**config.mk**
```make
export PLATFORM = sky130hd
export DESIGN_NAME = ptssm_queue
export DESIGN_NICKNAME = d
export VERILOG_FILES = /design/src/rtl/ptssm_queue.sv
export SDC_FILE = /design/constraint.sdc
export NUM_CORES = 1
export LEC_CHECK = 0
export BUFFER_PORTS_ARGS = -buffer_cell sky130_fd_sc_hd__buf_2
export CORE_MARGIN = 10
export CORE_UTILIZATION = 45
export CTS_CLUSTER_SIZE = 14
export DETAILED_ROUTE_END_ITERATION = 8
export PLACE_DENSITY = 0.77
export SLEW_MARGIN = 20
export SYNTH_ARGS = -nofsm -noshare
export SYNTH_HDL_FRONTEND = slang
export SYNTH_SLANG_ARGS = --single-unit
```
**constraint.sdc**
```tcl
create_clock -name clk -period 3.55 [get_ports clk]
set_input_delay 0 -clock clk [delete_from_list [all_inputs] [get_ports clk]]
set_output_delay 0 -clock clk [all_outputs]
set_load 0.05 [all_outputs]
```
**src/rtl/ptssm_queue.sv**
```systemverilog
// ----------------------------------------------------------------------------
// ptssm_queue
// Two-entry queue between front and back so that each side stalls on its own.
// ----------------------------------------------------------------------------
module ptssm_queue #(
    parameter int WIDTH = 8
) (
    input  logic             clk,
    input  logic             rst_n,
    input  logic             push,
    input  logic [WIDTH-1:0] push_data,
    output logic             push_ready,
    input  logic             pop,
    output logic             pop_valid,
    output logic [WIDTH-1:0] pop_data
);

    logic [WIDTH-1:0] slot_reg [2];
    logic             wr_ptr_reg;
    logic             wr_ptr_next;
    logic             rd_ptr_reg;
    logic             rd_ptr_next;
    logic [1:0]       count_reg;
    logic [1:0]       count_next;

    assign push_ready = (count_reg != 2'd2);
    assign pop_valid  = (count_reg != 2'd0);
    assign pop_data   = slot_reg[rd_ptr_reg];

    // Advance pointers and occupancy
    always_comb
    begin
        wr_ptr_next = push ? !wr_ptr_reg : wr_ptr_reg;
        rd_ptr_next = pop ? !rd_ptr_reg : rd_ptr_reg;
        unique case ({push, pop})
            2'b10:   count_next = count_reg + 2'd1;
            2'b01:   count_next = count_reg - 2'd1;
            default: count_next = count_reg;
        endcase
    end

    always_ff @(posedge clk or negedge rst_n)
    begin
        if (!rst_n)
        begin
            wr_ptr_reg <= 1'b0;
            rd_ptr_reg <= 1'b0;
            count_reg  <= 2'd0;
        end
        else
        begin
            wr_ptr_reg <= wr_ptr_next;
            rd_ptr_reg <= rd_ptr_next;
            count_reg  <= count_next;
        end
    end

    // Hold queued items
    always_ff @(posedge clk)
    begin
        if (push)
        begin
            slot_reg[wr_ptr_reg] <= push_data;
        end
    end

endmodule

```
==> tab_implementation.tex <==
\begin{tabular}{lr}
\hline
Metric & Value \\
\hline
\multicolumn{2}{l}{\textbf{Synth}} \\
Post-synthesis cell area & between 700 and 800 sq um \\
Flop and latch count out of synthesis & 20 \\
Library cell with the largest summed area after synthesis & sky130\_fd\_sc\_hd\_\_edfxtp\_1 \\
Post-synthesis average cell area & between 15 and 20 sq um \\
Net Count, Synth & 54 \\
Post-Syn Instances & 41 \\
Synthesis warning total & 0 \\
Sequential cell area fraction in the yosys report & 0.762 \\
Synth area leaders & sky130\_fd\_sc\_hd\_\_edfxtp\_1, sky130\_fd\_sc\_hd\_\_dfrtp\_1, sky130\_fd\_sc\_hd\_\_mux2\_1, sky130\_fd\_sc\_hd\_\_xor2\_1, sky130\_fd\_sc\_hd\_\_xnor2\_1 \\
Number of different library cells in the post-synthesis netlist & 12 \\
Share of Yosys cell area claimed by the top area cell type & 0.631 \\
\multicolumn{2}{l}{\textbf{Flow run}} \\
Max-capacitance violation count & 0 \\
\multicolumn{2}{l}{\textbf{Final layout}} \\
Final Instance Area & 1020 sq um \\
Filler cell count & 110 \\
Max reg flops & 16 \\
Fraction of final layout cells sized beyond drive strength 1 & 0.316 \\
Post-layout util & 0.653 \\
Area added between synthesis and finish & 33.7\% \\
Number of nets in the layout & 90 \\
Diodes inserted & 0 \\
\multicolumn{2}{l}{\textbf{Clock tree}} \\
Clock root cell & sky130\_fd\_sc\_hd\_\_clkbuf\_4 \\
Post-CTS setup buffer count & 0 \\
TritonCTS clock tree & done \\
Post-cts gate resize count & 0 \\
Total of hold buffers inserted after clock tree synthesis & 11 \\
Num Clock Sinks & 20 \\
Largest buffer count on any clock path & 2 \\
H-Tree Level Count & 1 \\
CTS clk-pin slew, worst paths & $\sim$0.11 ns \\
Total CTS buffers & 3 \\
Clock latency on the worst-skew pair & $\sim$0.29 ns \\
\multicolumn{2}{l}{\textbf{Timing}} \\
Setup violations, final & 0 \\
FMAX & 682 MHz \\
Summed negative setup slack over all endpoints & 0 ns \\
Layout Skew & 0.00724 ns \\
Endpoints failing hold & 0 \\
Ratio of final minimum period to clock period & 0.413 \\
Transition time of the tightest slew-check pin & between 0.6 and 0.7 ns \\
RSZ-0062 raised after global routing & no \\
Worst slew margin relative to its limit & 0.542 \\
Max-slew violation count & 0 \\
Post-layout minimum cycle time & between 1 and 1.5 ns \\
\multicolumn{2}{l}{\textbf{Detailed routing}} \\
Vias per cell & between 4 and 5 \\
Via count & roughly 440 \\
DR top layer & met3 \\
Number of search-and-repair iterations in the first detailed-routing pass & 3 \\
Final routed wire length divided by cell count & 15.3 microns \\
Routed wire length & 1410 microns \\
Routed length on met2 & roughly 760 microns \\
Metal1 wirelength & about 550 microns \\
Number of DRC markers after the initial detailed-route iteration & 5 \\
Remaining design rule violation count & 0 \\
Residual antenna-violating net count after detailed routing & 0 \\
Routed length on met3 & 97 microns \\
\multicolumn{2}{l}{\textbf{GRT}} \\
Global Route Usage Sum & 0.0853 \\
Initial antenna violation count & 0 \\
First-pass GRT wire length & between 2000 and 2500 microns \\
Pin count of the biggest net entering global routing & 12 \\
Number of global-route vias before repair & around 530 \\
GRT overflow & 0 \\
\multicolumn{2}{l}{\textbf{Worst setup path}} \\
Critical path class & reg2out \\
Maximum cell stage delay along the critical path & just under 0.6 ns \\
Capturing point of the worst reg2reg path & slot\_reg[0][4]\$\_DFFE\_PP\_ \\
FF-to-FF setup slack & roughly 2.2 ns \\
R2R Path Start & wr\_ptr\_reg\$\_DFFE\_PN0P\_ \\
Reg2Reg Depth & 1 \\
Data arrival time of the critical path & 1.47 ns \\
Crit start category & flip-flop \\
Critical Path, Cell by Cell & mux2\_1 -> buf\_2 \\
Worst Setup End Kind & primary output \\
Slowest-stage cell, CP & sky130\_fd\_sc\_hd\_\_dfrtp\_1 \\
Worst endpoint required time & $\sim$3.6 ns \\
Worst-path maximum fanout & 9 \\
Origin of the worst setup path & rd\_ptr\_reg\$\_DFFE\_PN0P\_ \\
\multicolumn{2}{l}{\textbf{Placed design}} \\
Final weighted congestion of routability-driven global placement & approximately 0.65 \\
Placed Area & just under 900 sq um \\
Total of buffers placed on input and output ports & 21 \\
\multicolumn{2}{l}{\textbf{Floorplan}} \\
Full die area & about 3700 sq um \\
Core Region & approximately 1600 sq um \\
Chip Width & around 61 microns \\
I/O Pins & 22 \\
Initial Utilization & 0.489 \\
Site row count & 14 \\
Height of the die & a little over 60 microns \\
\multicolumn{2}{l}{\textbf{Power}} \\
Worst vdd rail ir drop & 0.531 mV \\
Tot Pwr & slightly above 0.8 mW \\
Power per cell area & between 800 and 900 nW/um\^{}2 \\
Cell leakage power & roughly 0.41 nW \\
\multicolumn{2}{l}{\textbf{Hold path}} \\
Class of the tightest hold or removal check & in2async \\
\multicolumn{2}{l}{\textbf{Status}} \\
Status & completed \\
\hline
\end{tabular}
-- synthesized netlist by cell type --
| cell | count |
|---|---|
| sky130_fd_sc_hd__dfrtp_1 | 4 |
| sky130_fd_sc_hd__nand2b_1 | 1 |
| sky130_fd_sc_hd__ha_1 | 1 |
| sky130_fd_sc_hd__xnor2_1 | 2 |
| sky130_fd_sc_hd__nor2_1 | 2 |
| sky130_fd_sc_hd__and2_1 | 1 |
| sky130_fd_sc_hd__xor2_1 | 3 |
| sky130_fd_sc_hd__inv_1 | 1 |
| sky130_fd_sc_hd__buf_2 | 1 |
| sky130_fd_sc_hd__mux2_1 | 8 |
| sky130_fd_sc_hd__or2_1 | 1 |
| sky130_fd_sc_hd__edfxtp_1 | 16 |
-- power breakdown --
group / total [mW] / internal (mW) / leakage (nW) / switching [mW]
registers: 0.364 / 0.319 / 0.197 / 0.0448
logic: 0.348 / 0.100 / 0.200 / 0.248
clock network: 0.107 / 0.0436 / 0.0150 / 0.0631
-- critical path, delay by kind of cell (launching register included) --
kind / cells / cell delay (ns)
DFF: 1 / 0.59
muxes: 1 / 0.37
buffers and inverters: 1 / 0.22
-- per-stage QoR --
step	setup WS [ns]	hold WS, ns	cells
finish	2.08	0.0333	92
global route	1.99	0.0375	92
floorplan	2.41	-0.296	41
detailed placement	2.20	-0.186	77
CTS	2.07	0.0155	92
global placement	2.32	-0.190	77
-- placed cells by master, fill, tap and decap left out --
cell type	synthesis	layout
sky130_fd_sc_hd__dfrtp_1	4	4
sky130_fd_sc_hd__inv_1	1	1
sky130_fd_sc_hd__dlygate4sd3_1	0	11
sky130_fd_sc_hd__and2_1	1	1
sky130_fd_sc_hd__xor2_1	3	3
sky130_fd_sc_hd__or2_1	1	1
sky130_fd_sc_hd__xnor2_1	2	2
sky130_fd_sc_hd__buf_2	1	21
sky130_fd_sc_hd__mux2_1	8	8
sky130_fd_sc_hd__clkbuf_4	0	3
sky130_fd_sc_hd__nor2_1	2	2
sky130_fd_sc_hd__clkbuf_1	0	1
sky130_fd_sc_hd__edfxtp_1	16	16
sky130_fd_sc_hd__ha_1	1	1
sky130_fd_sc_hd__nand2b_1	1	1
-- worst max-delay path by stage --
| stage | endpoint | slack (ns) | depth (start not counted) |
|---|---|---|---|
| finish | pop_data[3] | 2.08 | 2 |
| global route | pop_data[4] | 1.99 | 2 |
| CTS | pop_data[4] | 2.07 | 2 |
| detailed placement | slot_reg[0][2]$_DFFE_PP_ | 2.20 | 1 |
| global placement | slot_reg[0][0]$_DFFE_PP_ | 2.32 | 1 |
| floorplan | slot_reg[0][0]$_DFFE_PP_ | 2.41 | 1 |
-- per-layer routing --
layer | up-vias | GRT usage
li1 | 219 | -
met1 | 207 | 0.0832
met2 | 13 | 0.158
met3 | 0 | 0.0288
met4 | 0 | 0.0391
met5 | - | 0
-- cell type report --
class                           count  area (sq um)  area share
Multi-Input combinational cell     19           173       0.170
Tap cell                           16          20.0      0.0197
Timing Repair Buffer               32           215       0.211
Clock buffer                        4          26.3      0.0258
Sequential cell                    20           581       0.570
Inverter                            1          3.75     0.00369
-- cells by family after synthesis --
group / count (synthesis) / share of synthesized area
adder cells (fa/ha/maj): 1 / 0.0164
flip-flops: 20 / 0.762
buffers and inverters: 2 / 0.0115
multiplexers: 8 / 0.118
XOR/XNOR: 5 / 0.0575
AND/OR/NAND/NOR: 5 / 0.0345
Power figures use the tool's default switching activity.
