File: src/rtl/ptssm_pkg.sv
// ----------------------------------------------------------------------------
// ptssm_pkg
// Shared types and constants for the per-track sleep state machine: track
// modes, back-end sequencer states, configuration indexes and reset values.
// ----------------------------------------------------------------------------
package ptssm_pkg;

    // Track modes, as stored in the table and returned on track_state
    typedef enum logic [1:0] {
        MODE_NORMAL     = 2'd0,
        MODE_SUSPECTED  = 2'd1,
        MODE_SLEEPING   = 2'd2,
        MODE_RECOVERING = 2'd3
    } mode_t;

    // Back-end sequencer states
    typedef enum logic [1:0] {
        BK_CLEAR,
        BK_IDLE,
        BK_EXEC
    } back_state_t;

    // Configuration register indexes
    localparam int CFG_IDX_W = 2;
    localparam int CFG_DATA_W = 32;
    localparam logic [CFG_IDX_W-1:0] CFG_SLEEP_HOLD = 2'd0;
    localparam logic [CFG_IDX_W-1:0] CFG_RECOVERY_HOLD = 2'd1;
    localparam logic [CFG_IDX_W-1:0] CFG_ABSENT_RESET = 2'd2;

    // Configuration reset values
    localparam logic [CFG_DATA_W-1:0] SLEEP_HOLD_RST = 32'd10000;
    localparam logic [CFG_DATA_W-1:0] RECOVERY_HOLD_RST = 32'd3000;
    localparam logic [CFG_DATA_W-1:0] ABSENT_RESET_RST = 32'd2000;

    // Evidence codes
    localparam logic [1:0] SIG_ABSENT = 2'd0;

    // Field widths fixed by the interface
    localparam int ID_W = 6;
    localparam int STAMP_W = 40;

    // Configuration registers as seen by the datapath
    typedef struct packed {
        logic [CFG_DATA_W-1:0] sleep_hold;
        logic [CFG_DATA_W-1:0] recovery_hold;
        logic [CFG_DATA_W-1:0] absent_reset;
    } cfg_t;

    // Classified evidence of one item, passed from front to back
    typedef struct packed {
        logic                  absent;
        logic                  sleep;
        logic                  cand;
        logic [CFG_DATA_W-1:0] hold;
    } cls_t;

endpackage

File: src/rtl/ptssm_front.sv
// ----------------------------------------------------------------------------
// ptssm_front
// Input side: takes items, folds the track id onto the table, decodes the
// evidence codes and resolves the sleep hold time for the item.
// ----------------------------------------------------------------------------
module ptssm_front
    import ptssm_pkg::*;
#(
    parameter int NUM_TRACKS = 64,
    parameter int TIME_BITS  = 40,
    parameter int IDX_W      = 6
) (
    input  logic                  in_valid,
    output logic                  in_ready,
    input  logic [ID_W-1:0]       track_id,
    input  logic [STAMP_W-1:0]    timestamp_ms,
    input  logic [1:0]            sleep_signal,
    input  logic [1:0]            suspect_signal,
    input  logic [CFG_DATA_W-1:0] hold_override_ms,
    input  logic [CFG_DATA_W-1:0] sleep_hold,
    input  logic                  clearing,
    input  logic                  q_ready,
    output logic                  q_push,
    output logic [IDX_W-1:0]      q_idx,
    output logic [TIME_BITS-1:0]  q_now,
    output cls_t                  q_cls
);

    localparam int REM_W = 19;

    logic [REM_W-1:0] rem;
    logic             sleep;

    // Accept while the queue has room and the table is not being cleared
    assign in_ready = q_ready && !clearing;
    assign q_push   = in_valid && in_ready;

    // Fold the id onto the table by restoring remainder, one bit a step
    always_comb
    begin
        rem = REM_W'(track_id);
        for (int s = ID_W - 1; s >= 0; s--)
        begin
            if (rem >= (REM_W'(NUM_TRACKS) << s))
            begin
                rem = rem - (REM_W'(NUM_TRACKS) << s);
            end
        end
    end

    assign q_idx = rem[IDX_W-1:0];
    assign q_now = TIME_BITS'(timestamp_ms);

    // Decode evidence: codes two and three both read as true
    assign sleep = sleep_signal[1];

    always_comb
    begin
        q_cls.absent = (sleep_signal == SIG_ABSENT);
        q_cls.sleep  = sleep;
        q_cls.cand   = (suspect_signal == SIG_ABSENT) ? sleep : suspect_signal[1];
        q_cls.hold   = (hold_override_ms != '0) ? hold_override_ms : sleep_hold;
    end

endmodule

File: config.mk
export PLATFORM = sky130hd
export DESIGN_NAME = ptssm_front
export DESIGN_NICKNAME = d
export VERILOG_FILES = /design/src/rtl/ptssm_pkg.sv /design/src/rtl/ptssm_front.sv
export SDC_FILE = /design/constraint.sdc
export NUM_CORES = 1
export LEC_CHECK = 0
export BUFFER_PORTS_ARGS = -buffer_cell sky130_fd_sc_hd__buf_4
export CORE_AREA = 2 2 77 79
export DETAILED_ROUTE_END_ITERATION = 6
export DIE_AREA = 0 0 79 81
export PLACE_DENSITY_LB_ADDON = 0.25
export SYNTH_ARGS = -nofsm -noshare
export SYNTH_HDL_FRONTEND = slang
export SYNTH_SLANG_ARGS = --single-unit
File: constraint.sdc
create_clock -name vclk -period 2.9
set_input_delay 0.145 -clock vclk [all_inputs]
set_output_delay 0.145 -clock vclk [all_outputs]
set_load 0.02 [all_outputs]
==> out/qor.yml, run 1 <==
dr_wl_met3_um: 500
grt-ovfl-total: 0
antenna_left: 0
vias_per_cell: 3.94
hold_ws_ns: 0.290
die_w_um: 79
rows: 28
relSlewSlack_pct: 71.1
fin_crit_ns: 1.68
min_to: "q_now[14]"
synth_common_cells: "inv_1, buf_4, o31ai_2"
die_h_um: 81
worstPathCellList: "buf_4, nor4_1, nand4_2, buf_4, o31ai_1, buf_4"
start_util_pct: 20.0
area.growth.synth_to_final_pct: 47.0
antenna_found_initial: 0
pin_count: 200
seq_area_frac_synth_pct: 0
fillers: 643
combPwrFrac_pct: 100.0
synth_top_area_cell: "o31ai_2"
critPathSlowestCell: "nor4_1"
worst_pin_slew_ns: 0.429
cts_resized: 0
final_util_pct: 29.4
hold_path.startpoint: "timestamp_ms[14]"
routedWlPerCell_um: 10.9
routed_wl_mm: 3.26
rsz0062_at_grt: "no"
grt_max_degree: 18
post-cts-setup-buffers: 0
hold_viol: 0
seq_power_share_pct: 0
power.density_nw_per_um2: 123
grt_pass1_wl_mm: 4.64
routed-wl-met2_mm: 1.58
synth_area_leaders: "o31ai_2, buf_4, inv_1, nor4_1, buf_6"
ff_latch_area_um2: 0
syn-num-nets: 281
portBuffers: 108
drt_first_pass_iters: 4
path_class: "in -> out"
highest_layer: "met4"
holdPathStages: 0
timing.final.max_slew_violations: 0
setup_slack_ns: 1.22
place.gp.congestion: 0.638
core_area_um2: 5680
n_antenna_cell: 0
start_kind: "input port"
crit_required_ns: 2.76
power.total_uw: 205
crit_top_cell: "buf_4"
drt-met1-wl_mm: 1.09
nFlopsAndLatches: 0
cp-end-kind: "primary output"
drt_iter0_markers: 8
status: "finished clean"
hp-class: "in -> out"
period_share_pct: 57.8
yosysWarningCount: 0
die_area_um2: 6400
synthDistinctLibCells: 14
nClkBuffers: 0
layout-drive-gt1-share_pct: 64.6
drcViolationCount: 0
syn-cell-area_um2: 1130
switching_share_pct: 44.0
crit_path_max_fanout: 16
grt_util_all_layers_pct: 8.65
vias: 1173
postSynthAreaPerCell_um2: 6.92
layout.nets: 342
synth_top_area_share_pct: 33.1
setup_viol: 0
peakVddDrop_v: 0.0000400
slowest_delay_ns: 0.42
max_cap_violations: 0
fmax_mhz: 596
p_leak_uw: 0.000980
clockPowerShare_pct: 0
dp_slack_ns: 1.14
cts_hold_buffers: 0
p_int_uw: 115
tns_ns: 0
syn_inst: 164
hpwl_mm: 2.90
post-synth-top-count-cell: "inv_1"
cp_data_arrival_time_ns: 1.53
switching_power_uw: 90.4
grt_pass1_vias: 1022
## power groups by stage
stage | sequential, uW | combinational (uW) | clock, uW
6_report | 0 | 205 | 0
4_1_cts | 0 | 209 | 0
2_1_floorplan | 0 | 177 | 0
3_5_place_dp | 0 | 208 | 0
5_1_grt | 0 | 221 | 0
3_3_place_gp | 0 | 207 | 0
## per-layer routing
layer,track usage (%),vias to the layer above
li1,-,580
met1,9.34,501
met2,16.7,80
met3,2.22,12
met4,2.24,0
met5,0,-
## cells in the final DEF (no fill, tap or decap)
master / Yosys / layout
buf_4: 47 / 112
inv_1: 65 / 65
o31ai_2: 30 / 30
nor4_1: 7 / 7
o31ai_1: 2 / 2
nor4_2: 1 / 1
nand4_2: 1 / 1
nand4_1: 1 / 1
nor2b_1: 1 / 1
and2_1: 1 / 1
nor2_1: 1 / 1
a21o_1: 1 / 1
## area by class of cell
type	count	area [um^2]	area share [%]
timing repair buffer	112	841	50.4
multi-input combinational	46	489	29.3
inverter	65	244	14.6
tap	75	93.8	5.63
## cell families (layout without fill, tap and decap cells)
family	after synthesis	count (layout)	share of synthesized area [%]
compound gates	33	33	35.1
buf+inv	118	177	56.9
simple gates	13	13	8.05
## how the worst max path moves through the flow
stage / endpoint / slack (ns) / from / cells after the start
floorplan: q_cls[30] / 1.46 / hold_override_ms[29] / 3
global placement: q_cls[31] / 1.13 / hold_override_ms[18] / 6
detailed placement: q_cls[18] / 1.14 / hold_override_ms[18] / 6
CTS: q_cls[18] / 1.14 / hold_override_ms[18] / 6
global route: q_cls[30] / 1.05 / hold_override_ms[18] / 6
finish: q_cls[31] / 1.22 / hold_override_ms[18] / 6
## through the flow
step,instance area (um^2),cells
2_1_floorplan,1130,164
5_1_grt,1670,298
3_5_place_dp,1670,298
4_1_cts,1670,298
3_3_place_gp,1670,298
6_report,1670,298
## critical path, delay by kind of cell
kind / cells / cell delay [ns]
simple gates: 2 / 0.59
buf+inv: 3 / 0.54
compound gates: 1 / 0.25
Power figures use the tool's default switching activity.
==> run 2: changes to the inputs <==
--- a/config.mk
+++ b/config.mk
@@ -6,9 +6,9 @@
 export NUM_CORES = 1
 export LEC_CHECK = 0
 export BUFFER_PORTS_ARGS = -buffer_cell sky130_fd_sc_hd__buf_4
-export CORE_AREA = 2 2 77 79
+export CORE_AREA = 2 2 78 80
 export DETAILED_ROUTE_END_ITERATION = 6
-export DIE_AREA = 0 0 79 81
+export DIE_AREA = 0 0 80 82
 export PLACE_DENSITY_LB_ADDON = 0.25
 export SYNTH_ARGS = -nofsm -noshare
 export SYNTH_HDL_FRONTEND = slang
==> constraint.sdc (replaced) <==
create_clock -name vclk -period 1.5
set_input_delay 0.075 -clock vclk [all_inputs]
set_output_delay 0.075 -clock vclk [all_outputs]
set_load 0.02 [all_outputs]
==> run 2 against run 1 <==
Sequential share of layout area unchanged. First-iteration DRC count increased by 130%. Cell count increased by 3.7%. Wire length increased by 23%. Power increased by 140%. Via count increased by 8.1%. Combinational power increased by 140%. Critical path depth increased by 2. Global-route usage increased by 0.87 points. Die area increased by 2.5%. Utilization increased by 9.1 points. Hold slack got worse by 0.14 ns. Largest power group unchanged.
==> out/qor.yml, run 2 (same netlist as run 1, synthesis figures left out) <==
holdPathStages: 0  # unchanged
grt_util_all_layers_pct: 9.52  # was 8.65%
die_h_um: 82  # was 81 um
switching_share_pct: 45.4  # was 44.0%
ff_latch_area_um2: 0  # unchanged
final_util_pct: 38.5  # was 29.4%
peakVddDrop_v: 0.0000895  # was 0.0000400 V
hold_path.startpoint: "timestamp_ms[14]"  # unchanged
period_share_pct: 98.3
die_area_um2: 6560  # was 6400 um^2
grt_use_met2_pct: 17.5  # was 16.7%
drcViolationCount: 0  # unchanged
portBuffers: 108  # unchanged
routedWlPerCell_um: 13.0  # was 10.9 um
max_cap_violations: 0  # unchanged
core_area_um2: 5750  # was 5680 um^2
layoutNonFillerInstCount: 309  # was 298
start_kind: "input port"  # unchanged
fmax_mhz: 679
power.total_uw: 487  # was 205 uW
rsz0062_at_grt: "yes"  # was no
grt_max_degree: 20  # was 18
seq_power_share_pct: 0  # about the same
setup_viol: 0  # unchanged
hold_viol: 0  # unchanged
combPwrFrac_pct: 100.0  # about the same
timing.final.max_slew_violations: 0  # unchanged
dp_slack_ns: -0.0722  # was 1.14 ns
grt.busiest_layer: "met2"  # unchanged
clockPowerShare_pct: 0  # about the same
met1_usage_pct: 10.5  # was 9.34%
grt_pass1_wl_mm: 5.15  # was 4.64 mm
routed_wl_mm: 4.01  # was 3.26 mm
hpwl_mm: 2.93  # was 2.90 mm
setup_slack_ns: 0.0262  # was 1.22 ns
layout.nets: 353  # was 342
place.gp.congestion: 0.672  # was 0.638
crit_path_max_fanout: 9  # was 16
path_class: "in -> out"  # unchanged
met3_usage_pct: 2.97  # was 2.22%
n_antenna_cell: 0  # unchanged
min_to: "q_now[14]"  # unchanged
cts_hold_buffers: 0  # unchanged
p_leak_uw: 0.00116  # was 0.000980 uW
cp-end-kind: "primary output"  # unchanged
relSlewSlack_pct: 81.6  # was 71.1%
fillers: 615  # was 643
fin_crit_ns: 1.47
worst_pin_slew_ns: 0.273  # was 0.429 ns
power.density_nw_per_um2: 220  # was 123 nW/um^2
tns_ns: 0  # unchanged
status: "finished clean"  # unchanged
grt-ovfl-total: 0  # unchanged
drt_iter0_markers: 18  # was 8
crit_required_ns: 1.42  # was 2.76 ns
p_int_uw: 266  # was 115 uW
start_util_pct: 19.8  # was 20.0%
switching_power_uw: 221  # was 90.4 uW
layout-drive-gt1-share_pct: 70.1  # was 64.6%
hp-class: "in -> out"  # unchanged
final_common_cell: "buf_4"  # unchanged
nFlopsAndLatches: 0  # unchanged
antenna_found_initial: 0  # unchanged
antenna_left: 0  # unchanged
area.growth.synth_to_final_pct: 95.0  # was 47.0%
vias: 1268  # was 1173
pin_count: 200  # unchanged
layout_common_cells: "buf_4, inv_1, buf_6, o31ai_4, o31ai_2"  # was buf_4, inv_1, o31ai_2, nor4_1, o31ai_1
grt_pass1_vias: 1158  # was 1022
multi_input_area_um2: 753  # was 489 um^2
nClkBuffers: 0  # unchanged
die_w_um: 80  # was 79 um
drt_first_pass_iters: 4  # unchanged
vias_per_cell: 4.10  # was 3.94
cp_data_arrival_time_ns: 1.40  # was 1.53 ns
dp.cells: 304  # was 298
rows: 28  # unchanged
[run 2: cell count changes in the layout (fill, tap and decap cells not counted), moves of 6 or more]
| cell | before | now |
|---|---|---|
| buf_4 | 112 | 95 |
| buf_6 | 0 | 19 |
| nor4_1 | 7 | 0 |
| nor4_4 | 0 | 6 |
| o31ai_2 | 30 | 15 |
| o31ai_4 | 0 | 17 |
[run 2: power groups by stage]
| stage | sequential, uW | combinational [uW] | clock (uW) |
|---|---|---|---|
| 2_1_floorplan | 0 | 342 | 0 |
| 3_3_place_gp | 0 | 409 | 0 |
| 3_5_place_dp | 0 | 412 | 0 |
| 4_1_cts | 0 | 420 | 0 |
| 5_1_grt | 0 | 521 | 0 |
| 6_report | 0 | 487 | 0 |
[run 2: worst max-delay path: stages]
cell and delay [ns]:
buf_8 0.10, nor4_4 0.25, buf_4 0.16, nand4_4 0.09, buf_6 0.16, buf_12 0.15
o31ai_2 0.23, buf_4 0.18
[run 2: layer usage]
metal | vias to the layer above | part of all wire (%)
met1 | 561 | 35
met5 | - | 0
met3 | 18 | 12
met4 | 0 | 1.9
met2 | 83 | 51
li1 | 606 | -
[run 2: worst max path at each step]
stage	end	from	slack, ns
2_1_floorplan	q_cls[30]	hold_override_ms[29]	0.20
3_3_place_gp	q_cls[29]	hold_override_ms[0]	-0.08
3_5_place_dp	q_cls[29]	hold_override_ms[0]	-0.07
4_1_cts	q_cls[25]	hold_override_ms[18]	0.004
5_1_grt	q_cls[31]	hold_override_ms[18]	-0.04
6_report	q_cls[31]	hold_override_ms[18]	0.03
[run 2: area by class of cell]
class	count	share of cell area [%]
Inverter	65	11.0
Tap cell	75	4.24
Multi-Input combinational cell	46	34.0
Timing Repair Buffer	123	50.7
[run 2: what timing repair did]
action	in CTS	in global routing
cloned	0	4
resized for setup	7	56
pin swaps	0	2
endpoints found under the setup margin	32	32
setup buffers	0	2
[run 2: per-stage QoR]
step | hold WS, ns | area (um^2)
6_report | 0.150 | 2210
5_1_grt | 0.150 | 2210
4_1_cts | 0.150 | 1760
3_5_place_dp | 0.150 | 1730
3_3_place_gp | 0.150 | 1730
2_1_floorplan | 0.225 | 1130
